## src/rtl/rvm_pkg.sv

```systemverilog
// ============================================================================
// rvm_pkg - shared types and constants of the radial vignette mask
// Register indexes, fixed-point constants and the per-cell payload records.
// ============================================================================
package rvm_pkg;

  localparam int MaxDim   = 2048;
  localparam int MinDim   = 8;
  localparam int DimW     = 12;
  localparam int FracW    = 11;
  localparam int PixW     = 11;
  localparam int CfgIdxW  = 3;
  localparam int CfgDataW = 12;
  localparam int SqSteps  = 23;   // result bits of the square root
  localparam int DivSteps = 16;   // quotient bits of the ramp division
  localparam int R2W      = 25;
  localparam int RestW    = 26;
  localparam int RemW     = 25;
  localparam int RootW    = 23;
  localparam int SpanW    = 22;

  localparam logic [FracW-1:0] QOne      = 11'd1024;
  localparam logic [SpanW-1:0] MinSpan   = 22'd2048;
  localparam logic [7:0]       GreyScale = 8'd255;

  typedef enum logic [CfgIdxW-1:0] {
    REG_WIDTH    = 3'd0,
    REG_HEIGHT   = 3'd1,
    REG_STRENGTH = 3'd2,
    REG_RADIUS   = 3'd3,
    REG_SOFTNESS = 3'd4
  } cfg_idx_t;

  typedef struct packed {
    logic [RestW-1:0] rest;
    logic [RemW-1:0]  rem;
    logic [RootW-1:0] root;
  } sq_t;

  typedef struct packed {
    logic [SpanW-1:0] rem;
    logic [15:0]      quo;
    logic             full;
  } dv_t;

  function automatic logic [DimW-1:0] clamp_dim(input logic [DimW-1:0] d);
    logic [DimW-1:0] r;
    r = d;
    if (d < DimW'(MinDim)) r = DimW'(MinDim);
    if (d > DimW'(MaxDim)) r = DimW'(MaxDim);
    return r;
  endfunction

  function automatic logic [FracW-1:0] clamp_q10(input logic [FracW-1:0] q);
    return (q > QOne) ? QOne : q;
  endfunction

endpackage

```

## src/rtl/rvm_div_cell.sv

```systemverilog
// ============================================================================
// rvm_div_cell - one step of the restoring ramp division
// Decides one quotient bit of (distance past the inner edge) / span.
// ============================================================================
module rvm_div_cell import rvm_pkg::*; (
  input  logic             clk,
  input  logic             en,
  input  logic [SpanW-1:0] span,
  input  dv_t              d_in,
  output dv_t              d_out
);

  logic [SpanW:0] cur;
  dv_t            res_nxt;
  dv_t            res_r;

  always_comb begin
    cur          = {d_in.rem, 1'b0};
    res_nxt.full = d_in.full;
    if (cur >= {1'b0, span}) begin
      res_nxt.rem = SpanW'(cur - {1'b0, span});
      res_nxt.quo = {d_in.quo[14:0], 1'b1};
    end else begin
      res_nxt.rem = cur[SpanW-1:0];
      res_nxt.quo = {d_in.quo[14:0], 1'b0};
    end
  end

  always_ff @(posedge clk) begin
    if (en) res_r <= res_nxt;
  end

  assign d_out = res_r;

endmodule

```

## config.mk

```make
export PLATFORM = sky130hd
export DESIGN_NAME = rvm_div_cell
export DESIGN_NICKNAME = d
export VERILOG_FILES = /design/src/rtl/rvm_pkg.sv /design/src/rtl/rvm_div_cell.sv
export SDC_FILE = /design/constraint.sdc
export NUM_CORES = 1
export LEC_CHECK = 0
export ABC_AREA = 1
export ABC_CLOCK_PERIOD_IN_PS = 3500
export BUFFER_PORTS_ARGS = -buffer_cell sky130_fd_sc_hd__clkbuf_2
export CAP_MARGIN = 20
export CORE_AREA = 5 5 82 84
export DETAILED_ROUTE_END_ITERATION = 12
export DIE_AREA = 0 0 87 89
export PLACE_DENSITY = 0.85
export SLEW_MARGIN = 20
export SYNTH_ARGS = -nofsm -noshare
export SYNTH_HDL_FRONTEND = slang
export SYNTH_SLANG_ARGS = --single-unit
```

## constraint.sdc

```tcl
create_clock -name clk -period 3.5 [get_ports clk]
set_input_delay 0.35 -clock clk [delete_from_list [all_inputs] [get_ports clk]]
set_output_delay 0.35 -clock clk [all_outputs]
set_load 0.005 [all_outputs]
```

==> impl_results.md <==
* Register area share after synthesis at 36.5%
* Root buf cell: clkbuf_8
* Vias in the first global route at 3102
* CTS buffer count at 5
* Routed Antenna Nets at 0
* Cts hold-fix bufs at 0
* Peak supply drop at about 200 uV
* CTS Buffer Depth at 2
* Ys flop type: edfxtp_1
* Drt total wl at roughly 8.7 mm
* PwrDens at 369 nW/um^2
* Die X at 87 um
* Fillers at 543
* Drt first pass iters at 4
* Synthesized Nets at 539
* Area contributors post-synth: edfxtp_1 37%, nand2_1 20%, inv_1 10%
* Crit path kind: primary input to flop
* Die area at 7740 um^2
* Fmax at 432 MHz
* Core Region at 5850 um^2
* Final Hold Vio Count at 0
* Async S/R FF share, synth at 0%
* Share of the synthesized area in the top cell type at 36.5%
* Port bufs at 100
* Hpwl dp at ~7 mm
* Crit path time final at 2.32 ns
* Rows at 28
* Slew Limit Fails at 0
* DRT iter0 DRCs at 138
* Seq cells post-synth at 39
* Number of diodes at 0
* Initial cell density of the core at between 50% and 60%
* CTS sink count at 39
* Status: complete, no violations
* Relative slew slack at 30.6%
* Synth-to-Final Area Change at 19.7%
* Largest fanout on the critical path at 22
* GRT Total Usage at 22.9%
* H-Tree Level Count at 2
* Count leader, synth: nand2_1
* Height of the die at 89 um
* Mapped Cells at 453
* Synth Area in Simple Gates at a little over a third
* Worst-Margin Slew at 1.04 ns
* Multiplexer share of the synthesized area at 0%
* First-pass GRT wire length at between 10 and 15 mm
* Post-synthesis adder-cell area fraction at a little under a tenth
* Max reg flops at 39
* Via count at 3115
* Period utilization at 66.2%
* CTS tree: yes
* Crit. End Element: flop
* WP data required at 3.55 ns
* IO Count at just over 100
* Xor/xnor share of the synthesized area at 2.46%
* Mapped Avg Cell Area at around 7 um^2
* Yosys top cell by area: edfxtp_1
* Area post-placement at 3730 um^2
* Synth Cell Area at 3210 um^2
* Final setup vio count at 0
* # nets final at between 600 and 700
* Synth Area in Compound Gates at 2.85%
* Post-CTS setup buffer count at 0
* Crit path DAT at 2.37 ns
* Post-synth EDFFs at 39
* Fin Setup TNS at 0 ns
* Vias/cell at 4.94
* RePlAce Congestion at 0.890
* Initial antenna violation count at 0
* Post_cts resized at 0
* Main combinational cell family by area after synthesis: simple AND/OR/NAND/NOR gates
* Final Instance Area at 3840 um^2
* LEAKAGE at 2.18 nW
* Largest net degree at the start of global routing at 40
* DR WL/cell at 13.8 um
* Ys Warns at 0
* RSZ-0062 raised after global routing: no
* Leading cell types by count after synthesis: 168 x nand2_1, 89 x inv_1, 50 x nand3_1
* CP Launch Type: primary input
* Min-delay worst type: primary input to flop
* DRC viols at 0
* Fraction of layout instances using a drive strength above 1 at 21.6%
* Max-cap violations at 0
* Post-synthesis cell type count at 22
* Clock slew at reported path FFs at around 0.09 ns
* Overflow after GRT at 0
## where the power goes
part           internal (mW)  switching [mW]  total (mW)  leakage (nW)
Sequential             0.584          0.0147       0.599         0.381
Clock                  0.209           0.171       0.380        0.0556
Combinational          0.172           0.267       0.438          1.74
Total                  0.965           0.452        1.42          2.18
## logic make-up after synthesis
family                     after synthesis
and+or+nand+nor                        270
buffers and inverters                   96
DFF                                     39
adders and majority gates               23
AOI/OAI and AO/OA                       16
xor gates and xnor gates                 9
## cell type report
class / instances / area, um^2 / area share, %
inverters: 89 / 334 / 8.71
flip-flops and latches: 39 / 1170 / 30.5
clock inverters: 3 / 38.8 / 1.01
clock buffers: 5 / 68.8 / 1.79
multi-input cells: 318 / 1620 / 42.3
repair buffers: 101 / 508 / 13.2
well taps: 75 / 93.8 / 2.45
## through the flow
stage          std cells  utilization (%)  hold WS [ns]  power, mW  setup slack, ns
2_1_floorplan        453                -         0.449      0.885             1.62
3_3_place_gp         622             63.7         0.526       1.03            0.934
3_5_place_dp         622             63.7         0.529       1.05            0.899
4_1_cts              630             65.6         0.216       1.43             1.22
5_1_grt              630             65.6         0.212       1.51             1.04
6_report             630             65.6         0.224       1.42             1.18
## worst paths after layout
path	start	endpoint	slack, ns	cells past startpoint
max	span[2]	d_out[35]	1.18	13
min	d_in[4]	d_out[5]	0.22	1
## cells in the final DEF, fill, tap and decap left out, drive strengths merged, types with 3 or more instances in the layout
cell / netlist / final
xor2: 9 / 9
inv: 89 / 89
nor3: 3 / 3
nor2: 30 / 30
ha: 22 / 22
nand2: 175 / 175
edfxtp: 39 / 39
a21oi: 13 / 13
nand4: 5 / 5
clkbuf: 0 / 105
nand3b: 6 / 6
nand3: 50 / 50
## routing by layer
layer  up-vias  track usage [%]  share of wire (%)
met5         -                0                  0
met4         0             6.37               0.88
met3         6             3.69                7.1
met2        97             41.8                 50
met1      1387             28.0                 42
li1       1625                -                  -
## worst max-delay path: stages
cell and delay (ns):
clkbuf_2 0.08, inv_1 0.04, ha_1 0.38, nand2_1 0.09
nand2_1 0.06, inv_1 0.07, nand2_2 0.08, nand2_1 0.08
nand2_2 0.10, nand2_1 0.10, nand4_2 0.53, nand3_1 0.32
nand2_1 0.08
(Power assumes the default switching activity.)
