`src/rtl/rvm_pkg.sv`:
```
// ============================================================================
// rvm_pkg - shared types and constants of the radial vignette mask
// Register indexes, fixed-point constants and the per-cell payload records.
// ============================================================================
package rvm_pkg;

  localparam int MaxDim   = 2048;
  localparam int MinDim   = 8;
  localparam int DimW     = 12;
  localparam int FracW    = 11;
  localparam int PixW     = 11;
  localparam int CfgIdxW  = 3;
  localparam int CfgDataW = 12;
  localparam int SqSteps  = 23;   // result bits of the square root
  localparam int DivSteps = 16;   // quotient bits of the ramp division
  localparam int R2W      = 25;
  localparam int RestW    = 26;
  localparam int RemW     = 25;
  localparam int RootW    = 23;
  localparam int SpanW    = 22;

  localparam logic [FracW-1:0] QOne      = 11'd1024;
  localparam logic [SpanW-1:0] MinSpan   = 22'd2048;
  localparam logic [7:0]       GreyScale = 8'd255;

  typedef enum logic [CfgIdxW-1:0] {
    REG_WIDTH    = 3'd0,
    REG_HEIGHT   = 3'd1,
    REG_STRENGTH = 3'd2,
    REG_RADIUS   = 3'd3,
    REG_SOFTNESS = 3'd4
  } cfg_idx_t;

  typedef struct packed {
    logic [RestW-1:0] rest;
    logic [RemW-1:0]  rem;
    logic [RootW-1:0] root;
  } sq_t;

  typedef struct packed {
    logic [SpanW-1:0] rem;
    logic [15:0]      quo;
    logic             full;
  } dv_t;

  function automatic logic [DimW-1:0] clamp_dim(input logic [DimW-1:0] d);
    logic [DimW-1:0] r;
    r = d;
    if (d < DimW'(MinDim)) r = DimW'(MinDim);
    if (d > DimW'(MaxDim)) r = DimW'(MaxDim);
    return r;
  endfunction

  function automatic logic [FracW-1:0] clamp_q10(input logic [FracW-1:0] q);
    return (q > QOne) ? QOne : q;
  endfunction

endpackage

```
`src/rtl/rvm_sqrt_cell.sv`:
```
// ============================================================================
// rvm_sqrt_cell - one step of the digit-by-digit square root
// Brings down two radicand bits and decides one root bit.
// ============================================================================
module rvm_sqrt_cell import rvm_pkg::*; (
  input  logic clk,
  input  logic en,
  input  sq_t  d_in,
  output sq_t  d_out
);

  logic [RemW+1:0] cur;
  logic [RemW+1:0] trial;
  sq_t             res_nxt;
  sq_t             res_r;

  always_comb begin
    cur   = {d_in.rem, d_in.rest[RestW-1 -: 2]};
    trial = (RemW+2)'({d_in.root, 2'b01});
    res_nxt.rest = {d_in.rest[RestW-3:0], 2'b00};
    if (cur >= trial) begin
      res_nxt.rem  = RemW'(cur - trial);
      res_nxt.root = {d_in.root[RootW-2:0], 1'b1};
    end else begin
      res_nxt.rem  = cur[RemW-1:0];
      res_nxt.root = {d_in.root[RootW-2:0], 1'b0};
    end
  end

  always_ff @(posedge clk) begin
    if (en) res_r <= res_nxt;
  end

  assign d_out = res_r;

endmodule

```
`config.mk`:
```
export PLATFORM = sky130hd
export DESIGN_NAME = rvm_sqrt_cell
export DESIGN_NICKNAME = d
export VERILOG_FILES = /design/src/rtl/rvm_pkg.sv /design/src/rtl/rvm_sqrt_cell.sv
export SDC_FILE = /design/constraint.sdc
export NUM_CORES = 1
export LEC_CHECK = 0
export BUFFER_PORTS_ARGS = -buffer_cell sky130_fd_sc_hd__buf_2
export CAP_MARGIN = 30
export CORE_MARGIN = 3
export CORE_UTILIZATION = 52
export CTS_BUF_LIST = sky130_fd_sc_hd__clkbuf_4 sky130_fd_sc_hd__clkbuf_8
export DETAILED_ROUTE_END_ITERATION = 12
export MAX_ROUTING_LAYER = met4
export PLACE_DENSITY = 0.95
export SYNTH_ARGS = -nofsm -noshare
export SYNTH_HDL_FRONTEND = slang
export SYNTH_SLANG_ARGS = --single-unit
```
`constraint.sdc`:
```
create_clock -name clk -period 3.2 [get_ports clk]
set_clock_uncertainty 0.1 [all_clocks]
set_input_delay 0.32 -clock clk [delete_from_list [all_inputs] [get_ports clk]]
set_output_delay 0.32 -clock clk [all_outputs]
set_load 0.1 [all_outputs]
```
==> metrics.txt <==
Ys Warns 0; hold path startpoint d_in[57]; gr busiest metal met2; total congestion overflow 0; status completed; CP arrival 2.59 ns; WP data required 3.21 ns; LEAKAGE 2.37 nW; CTS tree built; Post-CTS Setup Inserts 0; slowest CP cell ha_1; Post-DRT Antenna Nets 0; largest net degree at the start of global routing 73; Clock Tree Buf Depth 2; WL per Instance 16.0 microns; fin worst setup slack 0.619 ns; final setup vio count 0; Slew headroom 40.9%; share of layout cells above drive strength 1 38.3%; total of max-cap violations 0; initial core utilization 55.0%; DRT iter0 DRCs 298; number of synthesized flops with an enable pin 72; worst vdd rail ir drop 0.000302 V; top_reg_cell synth edfxtp_1; GPL Wtd Cong 0.931; GRT Total Usage 22.5%; Post-synth ARST share 0%; vias in the first global route 3191; Final min period 2.58 ns; Synth top cells by count 72 x edfxtp_1, 35 x inv_1, 28 x a21oi_1, 26 x nor2_1, 25 x ha_1; post-cts repair resize count 0; Die W 95 microns; Largest stage delay, worst path 0.39 ns; grt met3 use 5.02%; Antenna Cells 0; top cells by area, synth edfxtp_1 52%, ha_1 7.6%, a21oi_1 3.4%, inv_1 3.2%, a21o_1 2.6%; area leader, netlist edfxtp_1; initial antenna violation count 0; CTS Sinks 72; period utilization 80.6%; hold-critical path depth 1; fillers 535; DRC viols 0; worst slack, placed 0.280 ns; clock root buffer clkbuf_8; worst min path class primary input to register; fin. max-slew vios 0; worst path bufs/invs 3; Core Footprint 7490 sq um; Ports 150; total power 3.40 mW; DRT Pass-1 Iters 5; Worst Setup End Kind register; max reg flops 72; routing usage on met1 27.7%; Hold Vio Cnt, Final 0; CTS Buf Count 9; Syn Area/Cell 11.6 sq um; worst-path fanout max 13; area delta synth->final 24.8%; critical path cell sequence buf_2 -> inv_1 -> ha_1 -> o21ai_2 -> a221oi_2 -> nand4_1 -> a211o_1 -> o21ai_4 -> buf_4 -> mux2_2; Routed Wire Length 9670 microns; critical path depth 10; Die Area 9030 sq um; met2 Usage GRT 36.3%; Seq/Total Area, Yosys 52.5%; Gate Count Post-Synth 354; row count 31; cell with the most instances after synthesis edfxtp_1; Vias per Instance 5.44; htree depth 3; vias post-DR 3293; first-pass GRT wire length 15200 microns; area share of the largest cell type after synthesis 52.5%; Layout Nets 602; Setup crit start kind primary input; power density over cell area 662 nW/um^2; CP top delay family compound AO/OA/AOI/OAI gates; Crit Path Category primary input to register; Port Buffers 147; Least-Margin Pin Slew 0.886 ns; fmax 388 MHz; RSZ-0062 raised after global routing false; CTS clk-pin slew, worst paths 0.09 ns; hold-fix buffers at CTS 0; Yosys cell types 57; Mapped Area 4120 sq um; flops & latches, synth 72; post-detail-place hpwl 7350 microns; Die Ht 95 microns; Hold EP d_out[59]; setup TNS 0 ns
worst max path at each step:
stage | start | endpoint | slack, ns
after floorplan | d_in[0] | d_out[27] | 0.61
after global placement | d_in[1] | d_out[26] | 0.36
after detailed placement | d_in[1] | d_out[26] | 0.28
after CTS | d_in[1] | d_out[47] | 0.65
after global routing | d_in[16] | d_out[47] | 0.48
final | d_in[1] | d_out[26] | 0.62
stage by stage:
| stage | cell area, sq um | hold WS [ns] | std cells | util [%] |
|---|---|---|---|---|
| 6_report | 5140 | 0.0403 | 605 | 68.7 |
| 5_1_grt | 5140 | 0.0194 | 605 | 68.7 |
| 4_1_cts | 5140 | 0.0302 | 605 | 68.7 |
| 3_5_place_dp | 4890 | 0.399 | 589 | 65.3 |
| 3_3_place_gp | 4890 | 0.396 | 589 | 65.3 |
| 2_1_floorplan | 4120 | 0.319 | 355 | - |
layout by cell type, fill, tap and decap left out, types with 4 or more instances in the layout:
cell type and n:
a21o_1 14, buf_2 146, a31oi_1 4, a21oi_2 10, nand2_1 11, clkbuf_8 9
ha_1 25, nand4_1 8, nand3_1 6, mux2_4 6, edfxtp_1 72, inv_1 35
nor3_1 8, xor2_1 9, a21oi_1 28, o21ai_0 13, and3_1 4, buf_4 4
xnor2_1 10, nor2_1 26, and2_1 4
report_power, final:
part / total [mW] / internal [mW] / leakage, nW / switching, mW
registers: 1.19 / 1.16 / 0.705 / 0.0243
logic: 1.32 / 0.281 / 1.54 / 1.04
clock network: 0.895 / 0.527 / 0.125 / 0.368
cell type report:
type / count / area, sq um / share of cell area [%]
flip-flops and latches: 72 / 2160 / 42.1
multi-input cells: 233 / 1710 / 33.3
repair buffers: 150 / 761 / 14.8
inverters: 35 / 131 / 2.56
clock inverters: 7 / 125 / 2.43
clock buffers: 9 / 124 / 2.41
well taps: 99 / 124 / 2.41
logic make-up after synthesis:
group	after synthesis	synth area share (%)
adder cells (fa/ha/maj)	25	7.59
AO/OA/AOI/OAI	99	16.9
multiplexers	11	3.49
AND/OR/NAND/NOR	77	9.33
flip-flops	72	52.5
XOR/XNOR	19	4.04
other	1	0.0910
buffers and inverters	50	6.01
per-layer routing:
layer	wire length [microns]	up-vias
li1	-	1604
met2	4570	190
met1	4000	1476
met4	201	0
met5	0	-
met3	899	23
Power figures use the tool's default switching activity.
